$ cat config.mk
export PLATFORM = sky130hd
export DESIGN_NAME = mail_address_extractor_unit
export DESIGN_NICKNAME = d
export VERILOG_FILES = /design/src/sv/mae_pkg.sv /design/src/sv/mae_cap_ram.sv /design/src/sv/mae_scan.sv /design/src/sv/mae_emit.sv /design/src/sv/mail_address_extractor_unit.sv
export SDC_FILE = /design/constraint.sdc
export NUM_CORES = 2
export LEC_CHECK = 0
export BUFFER_PORTS_ARGS = -buffer_cell sky130_fd_sc_hd__buf_4
export CAP_MARGIN = 20
export CORE_ASPECT_RATIO = 0.8
export CORE_UTILIZATION = 60
export DETAILED_ROUTE_END_ITERATION = 8
export PLACE_DENSITY_LB_ADDON = 0.25
export SETUP_SLACK_MARGIN = 0.02
export SLEW_MARGIN = 20
export SYNTH_ARGS = -nofsm -noshare
export SYNTH_HDL_FRONTEND = slang
export SYNTH_HIERARCHICAL = 1
export SYNTH_SLANG_ARGS = --single-unit
$ cat constraint.sdc
create_clock -name clk -period 4.1 [get_ports clk]
set_input_delay 0.41 -clock clk [delete_from_list [all_inputs] [get_ports clk]]
set_output_delay 0.41 -clock clk [all_outputs]
set_load 0.1 [all_outputs]
$ cat src/sv/mae_pkg.sv
package mae_pkg;

	// Default longest address plus one (captures hold one byte less)
	localparam int ADDR_MAX_LEN_DEF = 64;

	// Character codes
	localparam logic [7:0] CH_NUL     = 8'h00;
	localparam logic [7:0] CH_TAB     = 8'h09;
	localparam logic [7:0] CH_LF      = 8'h0a;
	localparam logic [7:0] CH_SPACE   = 8'h20;
	localparam logic [7:0] CH_DQUOTE  = 8'h22;
	localparam logic [7:0] CH_LPAREN  = 8'h28;
	localparam logic [7:0] CH_RPAREN  = 8'h29;
	localparam logic [7:0] CH_COMMA   = 8'h2c;
	localparam logic [7:0] CH_LANGLE  = 8'h3c;
	localparam logic [7:0] CH_RANGLE  = 8'h3e;
	localparam logic [7:0] CH_ESC     = 8'h1b;
	localparam logic [7:0] ESC_END_LO = 8'h30;
	localparam logic [7:0] ESC_END_HI = 8'h7e;
	localparam logic [7:0] DEPTH_MAX  = 8'hff;

	// Address request from the scanner to the emit sequencer
	typedef struct packed {
		logic go;
		logic from_angle;
		logic quote_unmatched;
		logic comment_unclosed;
	} emit_req_t;

	// Byte that closes a capture
	function automatic logic is_delim(input logic [7:0] c);
		return (c == CH_NUL) || (c == CH_COMMA) || (c == CH_SPACE) || (c == CH_TAB) ||
		       (c == CH_LF) || (c == CH_RANGLE) || (c == CH_LPAREN);
	endfunction

	// Byte skipped between addresses
	function automatic logic is_sep(input logic [7:0] c);
		return (c == CH_COMMA) || (c == CH_SPACE) || (c == CH_TAB) || (c == CH_LF);
	endfunction

endpackage

$ cat src/sv/mae_cap_ram.sv
module mae_cap_ram import mae_pkg::*; #(
	parameter int DEPTH = ADDR_MAX_LEN_DEF - 1,
	parameter int AW    = 6
) (
	input  logic          clk,
	input  logic          we,
	input  logic [AW-1:0] waddr,
	input  logic [7:0]    wdata,
	input  logic          re,
	input  logic [AW-1:0] raddr,
	output logic [7:0]    rdata
);

	logic [7:0] mem [DEPTH];
	logic [7:0] rdata_q;

	// Write one captured byte
	always_ff @(posedge clk) begin
		if (we) begin
			mem[waddr] <= wdata;
		end
	end

	// Registered read, held while not enabled
	always_ff @(posedge clk) begin
		if (re) begin
			rdata_q <= mem[raddr];
		end
	end

	assign rdata = rdata_q;

endmodule

$ cat src/sv/mae_scan.sv
module mae_scan import mae_pkg::*; #(
	parameter int ADDR_MAX_LEN = ADDR_MAX_LEN_DEF
) (
	input  logic                                  clk,
	input  logic                                  arst_n,
	input  logic                                  take,
	input  logic [7:0]                            text_byte,
	output logic                                  plain_we,
	output logic [$clog2(ADDR_MAX_LEN)-1:0]       plain_waddr,
	output logic [7:0]                            plain_wdata,
	output logic                                  angle_we,
	output logic [$clog2(ADDR_MAX_LEN)-1:0]       angle_waddr,
	output logic [7:0]                            angle_wdata,
	output emit_req_t                             req,
	output logic [$clog2(ADDR_MAX_LEN)-1:0]       req_len
);

	localparam int CAP   = ADDR_MAX_LEN - 1;
	localparam int LEN_W = $clog2(ADDR_MAX_LEN);

	// Scan modes
	localparam logic [2:0] M_TEXT      = 3'd0;
	localparam logic [2:0] M_QUOTE     = 3'd1;
	localparam logic [2:0] M_ESC_TEXT  = 3'd2;
	localparam logic [2:0] M_ESC_QUOTE = 3'd3;
	localparam logic [2:0] M_COMMENT   = 3'd4;
	localparam logic [2:0] M_ANGLE     = 3'd5;
	localparam logic [2:0] M_SKIP      = 3'd6;

	// Angle capture phases
	localparam logic [1:0] A_NONE  = 2'd0;
	localparam logic [1:0] A_BLANK = 2'd1;
	localparam logic [1:0] A_TAKE  = 2'd2;
	localparam logic [1:0] A_DONE  = 2'd3;

	logic [2:0]       mode_q, mode_n, mode_w;
	logic [LEN_W-1:0] plen_q, plen_n;
	logic             popen_q, popen_n;
	logic [LEN_W-1:0] alen_q, alen_n;
	logic [1:0]       aphase_q, aphase_n, aphase_w;
	logic [7:0]       depth_q, depth_n, depth_dec;
	logic             fstart_q, fstart_n;
	logic [7:0]       pf;
	logic             do_clear;

	assign plain_waddr = plen_q;
	assign plain_wdata = pf;
	assign angle_waddr = alen_q;
	assign angle_wdata = text_byte;
	assign req_len     = req.from_angle ? alen_q : plen_q;
	assign depth_dec   = (depth_q != 8'd0) ? depth_q - 8'd1 : 8'd0;

	// Mode seen by this byte: a skip ends at the first non-separator
	assign mode_w = (mode_q == M_SKIP) ? M_TEXT : mode_q;

	// Byte handed to the plain capture: escape bytes count as blanks
	assign pf = ((mode_w == M_ESC_TEXT) || (mode_w == M_ESC_QUOTE) ||
	             (((mode_w == M_TEXT) || (mode_w == M_QUOTE)) && (text_byte == CH_ESC)))
	            ? CH_SPACE : text_byte;

	// Leave the blank-skip phase on the first non-blank
	assign aphase_w = ((aphase_q == A_BLANK) && (text_byte != CH_SPACE) && (text_byte != CH_TAB))
	                  ? A_TAKE : aphase_q;

	// Next state for one accepted byte
	always_comb begin
		mode_n   = mode_q;
		plen_n   = plen_q;
		popen_n  = popen_q;
		alen_n   = alen_q;
		aphase_n = aphase_q;
		depth_n  = depth_q;
		fstart_n = fstart_q;
		plain_we = 1'b0;
		angle_we = 1'b0;
		req      = '0;
		do_clear = 1'b0;
		if (take) begin
			if (text_byte == CH_NUL) begin
				// End of field: flush the plain capture if an address began
				req.go               = (mode_q != M_SKIP) && fstart_q;
				req.quote_unmatched  = (mode_q == M_QUOTE) || (mode_q == M_ESC_QUOTE);
				req.comment_unclosed = (mode_q == M_COMMENT);
				do_clear             = 1'b1;
				mode_n               = M_TEXT;
			end else if (!((mode_q == M_SKIP) && is_sep(text_byte))) begin
				fstart_n = 1'b1;
				mode_n   = mode_w;
				// Plain capture
				if (popen_q) begin
					if (is_delim(pf)) begin
						popen_n = 1'b0;
					end else if (plen_q < LEN_W'(CAP)) begin
						plain_we = 1'b1;
						plen_n   = plen_q + 1'b1;
					end
				end
				// Angle capture
				if (mode_w == M_ANGLE) begin
					aphase_n = aphase_w;
					if (aphase_w == A_TAKE) begin
						if (is_delim(text_byte)) begin
							aphase_n = A_DONE;
						end else if (alen_q < LEN_W'(CAP)) begin
							angle_we = 1'b1;
							alen_n   = alen_q + 1'b1;
						end
					end
				end
				// Mode transitions
				case (mode_w)
					M_ESC_TEXT, M_ESC_QUOTE: begin
						if ((text_byte >= ESC_END_LO) && (text_byte <= ESC_END_HI)) begin
							mode_n = (mode_w == M_ESC_TEXT) ? M_TEXT : M_QUOTE;
						end
					end
					M_QUOTE: begin
						if (text_byte == CH_ESC) begin
							mode_n = M_ESC_QUOTE;
						end else if (text_byte == CH_DQUOTE) begin
							mode_n = M_TEXT;
						end
					end
					M_COMMENT: begin
						if (text_byte == CH_LPAREN) begin
							if (depth_q != DEPTH_MAX) begin
								depth_n = depth_q + 8'd1;
							end
						end else if (text_byte == CH_RPAREN) begin
							depth_n = depth_dec;
							if (depth_dec == 8'd0) begin
								mode_n = M_TEXT;
							end
						end
					end
					M_ANGLE: begin
						if (text_byte == CH_RANGLE) begin
							req.go         = 1'b1;
							req.from_angle = 1'b1;
							do_clear       = 1'b1;
							mode_n         = M_SKIP;
						end
					end
					default: begin
						if (text_byte == CH_ESC) begin
							mode_n = M_ESC_TEXT;
						end else if (text_byte == CH_LPAREN) begin
							depth_n = 8'd1;
							mode_n  = M_COMMENT;
						end else if (text_byte == CH_LANGLE) begin
							alen_n   = '0;
							aphase_n = A_BLANK;
							mode_n   = M_ANGLE;
						end else if (text_byte == CH_DQUOTE) begin
							mode_n = M_QUOTE;
						end else if ((text_byte == CH_COMMA) || (text_byte == CH_LF)) begin
							req.go   = 1'b1;
							do_clear = 1'b1;
							mode_n   = M_SKIP;
						end
					end
				endcase
			end
			// Drop the address state once it is handed off
			if (do_clear) begin
				plen_n   = '0;
				popen_n  = 1'b1;
				alen_n   = '0;
				aphase_n = A_NONE;
				depth_n  = 8'd0;
				fstart_n = 1'b0;
			end
		end
	end

	// Scanner state
	always_ff @(posedge clk or negedge arst_n) begin
		if (!arst_n) begin
			mode_q   <= M_TEXT;
			plen_q   <= '0;
			popen_q  <= 1'b1;
			alen_q   <= '0;
			aphase_q <= A_NONE;
			depth_q  <= 8'd0;
			fstart_q <= 1'b0;
		end else begin
			mode_q   <= mode_n;
			plen_q   <= plen_n;
			popen_q  <= popen_n;
			alen_q   <= alen_n;
			aphase_q <= aphase_n;
			depth_q  <= depth_n;
			fstart_q <= fstart_n;
		end
	end

endmodule

$ cat src/sv/mae_emit.sv
module mae_emit import mae_pkg::*; #(
	parameter int ADDR_MAX_LEN = ADDR_MAX_LEN_DEF
) (
	input  logic                                  clk,
	input  logic                                  arst_n,
	input  emit_req_t                             req,
	input  logic [$clog2(ADDR_MAX_LEN)-1:0]       req_len,
	output logic                                  busy,
	output logic                                  rd_en,
	output logic [((ADDR_MAX_LEN > 2) ? $clog2(ADDR_MAX_LEN-1) : 1)-1:0] rd_addr,
	input  logic [7:0]                            plain_rdata,
	input  logic [7:0]                            angle_rdata,
	output logic                                  m_tvalid,
	input  logic                                  m_tready,
	output logic [7:0]                            m_tdata,
	output logic                                  m_tlast,
	output logic [3:0]                            m_tuser
);

	localparam int LEN_W = $clog2(ADDR_MAX_LEN);
	localparam int AW    = (ADDR_MAX_LEN > 2) ? $clog2(ADDR_MAX_LEN - 1) : 1;

	localparam logic [1:0] E_IDLE   = 2'd0;
	localparam logic [1:0] E_START  = 2'd1;
	localparam logic [1:0] E_STREAM = 2'd2;

	logic [1:0]       st_q, st_n;
	logic [LEN_W-1:0] idx_q, idx_n, idx_inc;
	logic [LEN_W-1:0] len_q;
	emit_req_t        req_q;
	logic             slot_free;
	logic             load, ld_last, ld_empty;
	logic [7:0]       ld_byte;
	logic             ov_q;
	logic [7:0]       odata_q;
	logic             olast_q;
	logic [3:0]       ouser_q;

	assign slot_free = !ov_q || m_tready;
	assign idx_inc   = idx_q + 1'b1;
	assign busy      = (st_q != E_IDLE);

	// Sequencer: one capture byte per cycle into the output register while it has room
	always_comb begin
		st_n     = st_q;
		idx_n    = idx_q;
		rd_en    = 1'b0;
		rd_addr  = idx_q[AW-1:0];
		load     = 1'b0;
		ld_byte  = 8'd0;
		ld_last  = 1'b0;
		ld_empty = 1'b0;
		unique case (st_q)
			E_IDLE: begin
				if (req.go) begin
					st_n = E_START;
				end
			end
			E_START: begin
				if (len_q == '0) begin
					if (slot_free) begin
						load     = 1'b1;
						ld_last  = 1'b1;
						ld_empty = 1'b1;
						st_n     = E_IDLE;
					end
				end else begin
					rd_en   = 1'b1;
					rd_addr = '0;
					idx_n   = '0;
					st_n    = E_STREAM;
				end
			end
			E_STREAM: begin
				if (slot_free) begin
					load    = 1'b1;
					ld_byte = req_q.from_angle ? angle_rdata : plain_rdata;
					ld_last = (idx_inc == len_q);
					if (ld_last) begin
						st_n = E_IDLE;
					end else begin
						rd_en   = 1'b1;
						rd_addr = idx_inc[AW-1:0];
						idx_n   = idx_inc;
					end
				end
			end
			default: begin
				st_n = E_IDLE;
			end
		endcase
	end

	// Sequencer state and output valid flag
	always_ff @(posedge clk or negedge arst_n) begin
		if (!arst_n) begin
			st_q <= E_IDLE;
			ov_q <= 1'b0;
		end else begin
			st_q <= st_n;
			if (load) begin
				ov_q <= 1'b1;
			end else if (m_tready) begin
				ov_q <= 1'b0;
			end
		end
	end

	// Payload registers
	always_ff @(posedge clk) begin
		idx_q <= idx_n;
		if ((st_q == E_IDLE) && req.go) begin
			len_q <= req_len;
			req_q <= req;
		end
		if (load) begin
			odata_q <= ld_byte;
			olast_q <= ld_last;
			ouser_q <= {req_q.comment_unclosed, req_q.quote_unmatched,
			            req_q.from_angle, ld_empty};
		end
	end

	assign m_tvalid = ov_q;
	assign m_tdata  = odata_q;
	assign m_tlast  = olast_q;
	assign m_tuser  = ouser_q;

endmodule

$ cat src/sv/mail_address_extractor_unit.sv
// Channel  | Ports                          | Contents
// ---------+--------------------------------+----------------------------------------
// s (in)   | s_tvalid s_tready s_tdata[7:0] | text_byte, 0 ends the header field
// m (out)  | m_tvalid m_tready m_tdata[7:0] | addr_byte; m_tlast = addr_last
//          | m_tuser[3:0]                   | addr_empty, from_angle, quote_unmatched,
//          |                                | comment_unclosed
//
// A byte that ends no address is taken back to back.
// A byte that ends an address starts the emit sequencer, which reads the capture RAM
// one byte per cycle while the output register has room; s_tready is low meanwhile.
// A low m_tready stalls the run; the output register lets the next byte be taken
// while the last item of a run waits.
// Reset clears the scanner and sequencer; the capture RAMs are not cleared.
module mail_address_extractor_unit import mae_pkg::*; #(
	parameter int ADDR_MAX_LEN = ADDR_MAX_LEN_DEF
) (
	input  logic       clk,
	input  logic       arst_n,
	input  logic       s_tvalid,
	output logic       s_tready,
	input  logic [7:0] s_tdata,   // [7:0] text_byte
	output logic       m_tvalid,
	input  logic       m_tready,
	output logic [7:0] m_tdata,   // [7:0] addr_byte
	output logic       m_tlast,
	output logic [3:0] m_tuser    // [0] addr_empty [1] from_angle [2] quote_unmatched
	                              // [3] comment_unclosed
);

	localparam int CAP   = ADDR_MAX_LEN - 1;
	localparam int LEN_W = $clog2(ADDR_MAX_LEN);
	localparam int AW    = (ADDR_MAX_LEN > 2) ? $clog2(ADDR_MAX_LEN - 1) : 1;

	logic             take;
	logic             busy;
	logic             plain_we, angle_we;
	logic [LEN_W-1:0] plain_waddr, angle_waddr;
	logic [7:0]       plain_wdata, angle_wdata;
	logic [7:0]       plain_rdata, angle_rdata;
	emit_req_t        req;
	logic [LEN_W-1:0] req_len;
	logic             rd_en;
	logic [AW-1:0]    rd_addr;

	// Take a byte only while no address is being sent
	assign s_tready = !busy;
	assign take     = s_tvalid && s_tready;

	mae_scan #(
		.ADDR_MAX_LEN(ADDR_MAX_LEN)
	) u_scan (
		.clk         (clk),
		.arst_n      (arst_n),
		.take        (take),
		.text_byte   (s_tdata),
		.plain_we    (plain_we),
		.plain_waddr (plain_waddr),
		.plain_wdata (plain_wdata),
		.angle_we    (angle_we),
		.angle_waddr (angle_waddr),
		.angle_wdata (angle_wdata),
		.req         (req),
		.req_len     (req_len)
	);

	mae_cap_ram #(
		.DEPTH(CAP),
		.AW   (AW)
	) u_plain_ram (
		.clk   (clk),
		.we    (plain_we),
		.waddr (plain_waddr[AW-1:0]),
		.wdata (plain_wdata),
		.re    (rd_en),
		.raddr (rd_addr),
		.rdata (plain_rdata)
	);

	mae_cap_ram #(
		.DEPTH(CAP),
		.AW   (AW)
	) u_angle_ram (
		.clk   (clk),
		.we    (angle_we),
		.waddr (angle_waddr[AW-1:0]),
		.wdata (angle_wdata),
		.re    (rd_en),
		.raddr (rd_addr),
		.rdata (angle_rdata)
	);

	mae_emit #(
		.ADDR_MAX_LEN(ADDR_MAX_LEN)
	) u_emit (
		.clk         (clk),
		.arst_n      (arst_n),
		.req         (req),
		.req_len     (req_len),
		.busy        (busy),
		.rd_en       (rd_en),
		.rd_addr     (rd_addr),
		.plain_rdata (plain_rdata),
		.angle_rdata (angle_rdata),
		.m_tvalid    (m_tvalid),
		.m_tready    (m_tready),
		.m_tdata     (m_tdata),
		.m_tlast     (m_tlast),
		.m_tuser     (m_tuser)
	);

endmodule

# [Word-level counts from Yosys, hierarchy flattened]
# Memory sizes are Yosys's and may differ from the RTL's. A register that Yosys moved wholly into a read port is not among the register bits.
# Cells that the tools add are included.
[word_totals] input_bits=12 ff_bits=58 mem_bits_ro=0 latchBits=0 mem_count=2 out_inout_bits=15 ramBits=1008
[op_classes] n_lt_le_gt_ge=4 add_sub_neg=5 shift=0 reduce_logical=55 mul=0 n_eq_ne=45 div_mod_pow=0 bitwise=0 n_mux=122
[mem_list] memory="u_angle_ram.mem" depth=63 width=8 rd=1 rd_clocked_by_memory_dff=1 wr=1 line_no="mae_cap_ram.sv:14" rtl="logic [7:0] mem [DEPTH];"
[mem_list] memory="u_plain_ram.mem" depth=63 width=8 rd=1 rd_clocked_by_memory_dff=1 wr=1 line_no="mae_cap_ram.sv:14"
[ops] cell="6-bit 2-to-1 mux" n=21
[ops] cell="8-bit by 6-bit == test with 1-bit output, second input constant" n=11
[ops] cell="8-bit 2-to-1 mux" n=11
[ops] cell="1-bit 2-to-1 mux" n=46
[ops] cell="3-bit 2-to-1 mux" n=15
[ops] cell="2-bit 2-to-1 mux" n=19
[ops] cell="8-bit by 4-bit == test with 1-bit output, second input constant" n=4
[ops] cell="8-bit logical NOT" n=3
[ops] cell="1-bit logical OR" n=21
[ops] cell="6-bit by 1-bit adder with 6-bit output, second input constant" n=3
[ops] cell="8-bit case mux with 2 select lines" n=1
[ops] cell="3-bit == test, second input constant" n=4
[ops] cell="6-bit < comparator, second input constant" n=2
[ops] cell="3-bit case mux with 4 select lines" n=1
[ops] cell="6-bit case mux with 2 select lines" n=1
[ops] cell="2-bit by 1-bit != test with 1-bit output, second input constant" n=5
[ops] cell="1-bit case mux with 2 select lines" n=5
[ops] cell="3-bit by 2-bit == test with 1-bit output, second input constant" n=3
[ops] cell="8-bit by 1-bit adder with 8-bit output, second input constant" n=1
[ops] cell="8-bit by 5-bit == test with 1-bit output, second input constant" n=1
[ops] cell="8-bit by 6-bit >= comparator with 1-bit output, second input constant" n=1
[ops] cell="8-bit by 7-bit less-or-equal comparator with 1-bit output, second input constant" n=1
[ops] cell="1-bit logical AND" n=8
[ops] cell="8-bit by 4-bit != test with 1-bit output, second input constant" n=1
[ops] cell="other kinds (28)" n=42

# [Depth between registers and ports, before layout]
[logic_depth] depth_word=21 ltp_mapped=16

# [Cells and area by module]
# The synthesis kept the hierarchy.
[modules_own_cells] mod="mae_cap_ram" n_inst=2 cells_each=951 seq_area_each_um2=15374.7 area_per_inst_um2=19924.1
[modules_own_cells] mod="mae_scan" n_inst=1 cells_each=349 seq_area_each_um2=676.9 area_per_inst_um2=2607.5
[modules_own_cells] mod="mae_emit" n_inst=1 cells_each=144 seq_area_each_um2=855.8 area_per_inst_um2=1587.8
[modules_own_cells] mod="mail_address_extractor_unit" n_inst=1 cells_each=2 seq_area_each_um2=0.0 area_per_inst_um2=10.0

# [Worst setup path before layout]
# OpenSTA, ideal clock, no wires.
[synth_timing] path_type="reg-to-reg" start="register u_emit.ov_q, in the netlist u_emit/m_tvalid" end="register u_angle_ram.rdata_q[4], in the netlist u_angle_ram/rdata[4], read port of u_angle_ram.mem, data pin" synth_period_minus_slack_ps=3886 arrival_time_ps=3627 path_stages_with_launch=12 path_buffers=2 required_time_ps=3841 setup_slack_ps=214 path_cell_list="dfrtp_1 > nor2b_1 > nand2_1 > and3_1 > o21a_1 > o22ai_1 > buf_2 > buf_1 > mux4_2 > a221oi_1 > nand2_1 > a211o_1"
[synth_via] elab_chain_cells=4 elab_cells_between_ends=6 classes_between="mux: 4; reduce/logical: 2"
[synth_lines] element="start, declared" line_no="mae_emit.sv:34" rtl="logic ov_q;"
[synth_lines] element="start signal, assigned" line_no="mae_emit.sv:98" rtl="ov_q <= 1'b0;"
[synth_lines] element="start signal, assigned" line_no="mae_emit.sv:102" rtl="ov_q <= 1'b1;"
[synth_lines] element="start signal, assigned" line_no="mae_emit.sv:104" rtl="ov_q <= 1'b0;"
[synth_lines] element="1-bit logical NOT" line_no="mae_emit.sv:39" rtl="assign slot_free = !ov_q || m_tready;"
[synth_lines] element="1-bit logical OR" line_no="mae_emit.sv:39"
[synth_lines] element="6-bit 2-to-1 mux" line_no="mae_emit.sv:75" rtl="if (slot_free) begin"
[synth_lines] element="6-bit case mux with 2 select lines"
[synth_lines] element="via rd_addr[1]" line_no="mail_address_extractor_unit.sv:43" rtl="logic [AW-1:0] rd_addr;"
[synth_lines] element="end, declared" line_no="mae_cap_ram.sv:15" rtl="logic [7:0] rdata_q;"
# The timed path passes the listed nets, and every way through them passes these cells.
# A chain may end at the register's enable or synchronous reset.

# [Worst setup path after layout]
[layout_timing] start="register u_emit.idx_q[1]" end="register u_plain_ram.rdata_q[6], in the netlist u_plain_ram/rdata[6], read port of u_plain_ram.mem, data pin"
[layout_via] elab_chain_cells=5 elab_cells_between_ends=9 classes_between="add/sub: 1; eq/ne: 1; mux: 7"
[layout_lines] element="start, declared" line_no="mae_emit.sv:28" rtl="logic [LEN_W-1:0] idx_q, idx_n, idx_inc;"
[layout_lines] element="start signal, assigned" line_no="mae_emit.sv:111" rtl="idx_q <= idx_n;"
[layout_lines] element="6-bit by 1-bit adder with 6-bit output" line_no="mae_emit.sv:40" rtl="assign idx_inc = idx_q + 1'b1;"
[layout_lines] element="6-bit == test" line_no="mae_emit.sv:78" rtl="ld_last = (idx_inc == len_q);"
[layout_lines] element="6-bit 2-to-1 mux"
[layout_lines] element="6-bit 2-to-1 mux" line_no="mae_emit.sv:75"
[layout_lines] element="6-bit case mux with 2 select lines"
[layout_lines] element="via rd_addr[0]" line_no="mail_address_extractor_unit.sv:43"
[layout_lines] element="end, declared" line_no="mae_cap_ram.sv:15"
# The timed path passes the listed nets, and every way through them passes these cells.

==> results.sh <==
export IMPL_utilization_pct=69.2
export IMPL_vias=24398
export IMPL_num_rows=88
export IMPL_vias_per_cell=6.67
export IMPL_peakVddDrop_mv=0.434
export IMPL_htree_levels=3
export IMPL_cts_made_buffers=100
export IMPL_grt_max_degree=65
export IMPL_drt_wirelength_per_cell_um=28.0
export IMPL_start_kind="flop"
export IMPL_cp_required_ns=4.54
export IMPL_synthArstFlopShare_pct=2.77
export IMPL_antenna_found_initial=1
export IMPL_cts_root_buffer="clkbuf_16"
export IMPL_finalSetupViolCount=0
export IMPL_grt_pass1_wl_um=153000
export IMPL_synthCells=2397
export IMPL_synth_top_cell_area_share_pct=71.3
export IMPL_postPlaceCellArea_um2=46700
export IMPL_grt_usage_pct=27.8
export IMPL_die_w_um=305
export IMPL_clock_path_buffers=3
export IMPL_cts_tree="built"
export IMPL_nNetsFinal=2650
export IMPL_cp_arrival_ns=4.41
export IMPL_outcome="finished clean"
export IMPL_dp_cells=3466
export IMPL_postSynth_topFlopCell="edfxtp_1"
export IMPL_max_slew_margin_pct=25.9
export IMPL_ys_ff_latch=1082
export IMPL_ios=27
export IMPL_yosysMostFrequentCell="edfxtp_1"
export IMPL_ys_warn_count=6
export IMPL_pwr_density_cell_nw_per_um2=579
export IMPL_cp_end_kind="flop"
export IMPL_crit_top_cell="buf_4"
export IMPL_clkSlewWorstSetupHoldPaths_ns=0.06
export IMPL_leakage_nw=15.9
export IMPL_final_hold_viol_count=0
export IMPL_synth_net_count=2417
export IMPL_die_area_um2=74500
export IMPL_worstPathMaxFanout=15
export IMPL_period_needed_ns=3.96
export IMPL_first_iter_violations=3483
export IMPL_core_um2=72300
export IMPL_timing_final_crit_share_pct=96.7
export IMPL_reg2reg_slack_ns=0.14
export IMPL_gp_congestion=0.888
export IMPL_clock_sinks=1082
export IMPL_avgSynthCellArea_um2=18.4
export IMPL_netlist_area_um2=44100
export IMPL_grt_overflow_total=0
export IMPL_drive_above_1_share_pct=24.5
export IMPL_hp_class="in2reg"
export IMPL_finalInstanceArea_um2=50000
export IMPL_area_growth_pct=13.6
export IMPL_synth_enable_flop_cells=1046
export IMPL_maxCapViolations=0
export IMPL_fill_cells=4363
export IMPL_worst_pin_slew_ns=1.11
export IMPL_critPathSlowestCell="mux4_2"
export IMPL_finalClockSkew_ns=0.0355
export IMPL_yosysTopAreaCell="edfxtp_1"
export IMPL_dpl_hpwl_um=64400
export IMPL_seq_area_frac_synth_pct=73.3
export IMPL_yosysUniqueCellTypes=84
export IMPL_synthTopCellsByArea="edfxtp_1 (71%), mux4_2 (10%), dfrtp_1 (1.6%)"
export IMPL_grt_pass1_vias=24067
export IMPL_drt_total_wl_um=102000
export IMPL_drcViolationCount=0
export IMPL_synthTopCellsByCount="edfxtp_1 (1046), mux4_2 (200), nor2_1 (173)"
export IMPL_start_util_pct=60.9
export IMPL_crit_chain="ha_2 -> nand3_1 -> a311oi_1 -> nand4_1 -> o21a_1 -> mux2i_4 -> buf_4 -> buf_12 -> buf_4 -> buf_4 -> mux4_2 -> a22oi_1 -> a21oi_1 -> a211o_1"
export IMPL_slowest_delay_ns=0.50
export IMPL_fp_dieH_um=244
export IMPL_stdcell_count=3658
export IMPL_rsz0062_at_grt="true"
export IMPL_port_buffers=26
export IMPL_firstDrtPassIters=8
export IMPL_final_antenna_net_count=0
export IMPL_fmax_mhz=252
export IMPL_clk_latency_ns=0.69
export IMPL_critPathKind="reg2reg"
export IMPL_finalMaxSlewViolations=0
## kinds of logic after synthesis
kind of cell	count (synthesis)	share of synthesized area, %
DFF	1082	73.3
muxes	289	13.2
xor gates and xnor gates	9	0.179
buffers and inverters	177	2.30
adders and majority gates	8	0.227
and+or+nand+nor	514	5.87
AOI/OAI and AO/OA	318	4.93
## stage by stage
stage	power [mW]	hold WS [ns]	setup TNS (ns)	setup WS, ns
2_1_floorplan	17.5	0.114	0	0.214
3_3_place_gp	19.8	0.371	0	0.0436
3_5_place_dp	19.9	0.374	0	0.0229
4_1_cts	28.9	0.0910	0	0.0114
5_1_grt	29.9	0.104	-0.0571	-0.0240
6_report	29.0	0.122	0	0.136
## critical path, delay by kind of cell (launching register included)
kind / cells / cell delay [ns]
compound gates: 5 / 1.26
fa+ha+maj: 1 / 0.25
buf+inv: 4 / 0.84
flops: 1 / 0.37
mux: 2 / 0.67
simple gates: 2 / 0.33
## state kept, by name (all words and copies together), names as in the netlist
name,count
u_angle_ram/mem,504
u_angle_ram/rdata,8
u_emit/idx_q,6
u_emit/len_q,6
u_emit/m_tdata,8
u_emit/m_tlast,1
u_emit/m_tuser,4
u_emit/m_tvalid,1
u_emit/req_q,3
u_emit/st_q,2
u_plain_ram/mem,504
u_plain_ram/rdata,8
u_scan/angle_waddr,6
u_scan/aphase_q,2
u_scan/depth_q,8
u_scan/fstart_q,1
u_scan/mode_q,3
u_scan/plain_waddr,6
u_scan/popen_q,1
## placed cells by master (no fill, tap or decap), types with 31 or more instances in the layout
master	count
nand3_1	53
nor2b_1	39
mux4_2	200
o22ai_1	31
a22oi_1	59
o21ai_0	35
buf_4	252
nand2_1	86
edfxtp_1	1046
nor2_1	172
nor3_1	41
mux2i_1	61
clkbuf_16	102
a21oi_1	50
## per-layer routing
layer  vias to the layer above  GRT usage, %  part of all wire (%)
met5                         -             0                     0
met4                         0          7.34                   2.4
met3                       215          7.16                    13
met2                      1511          40.3                    44
met1                     12432          42.3                    41
li1                      10240             -                     -
## final cells by class
type	instances	area, um^2	share of cell area [%]
Antenna cell	3	7.51	0.0150
Clock buffer	116	2560	5.12
Clock inverter	66	608	1.22
Inverter	29	109	0.218
Multi-Input combinational cell	1138	10900	21.7
Sequential cell	1082	32300	64.5
Tap cell	945	1180	2.36
Timing Repair Buffer	279	2410	4.83
## path summary, 6_finish.rpt
path,start,to,cells after the start
max in group asynchronous,arst_n,u_scan/popen_q$_DFFE_PN1P_,2
min in group asynchronous,arst_n,u_scan/depth_q[0]$_DFFE_PN0P_,2
worst min register to register,u_emit/req_q[1]$_DFFE_PP_,u_emit/m_tuser[2]$_DFFE_PP_,0
worst max register to register,u_emit/idx_q[1]$_DFF_P_,u_plain_ram/rdata[6]$_DFFE_PP_,14
worst min-delay path,s_tdata[1],u_angle_ram/mem[38][1]$_DFFE_PP_,1
worst max-delay path,u_emit/idx_q[1]$_DFF_P_,u_plain_ram/rdata[6]$_DFFE_PP_,14
## power breakdown
part           switching, mW  total [mW]  internal [mW]
registers              0.196        12.9           12.7
clock network           3.99        9.05           5.05
logic                   4.24        7.02           2.78
## timing repair
| item | in CTS | in global routing |
|---|---|---|
| pin swaps | 0 | 0 |
| hold buffers | 1 | 0 |
| gates cloned | 0 | 2 |
| resized for setup | 0 | 11 |
| buffers inserted | 0 | 4 |
| endpoints found under the hold margin | 29 | 0 |
| setup endpoints to repair | 1 | 15 |
Power figures use the tool's default switching activity.
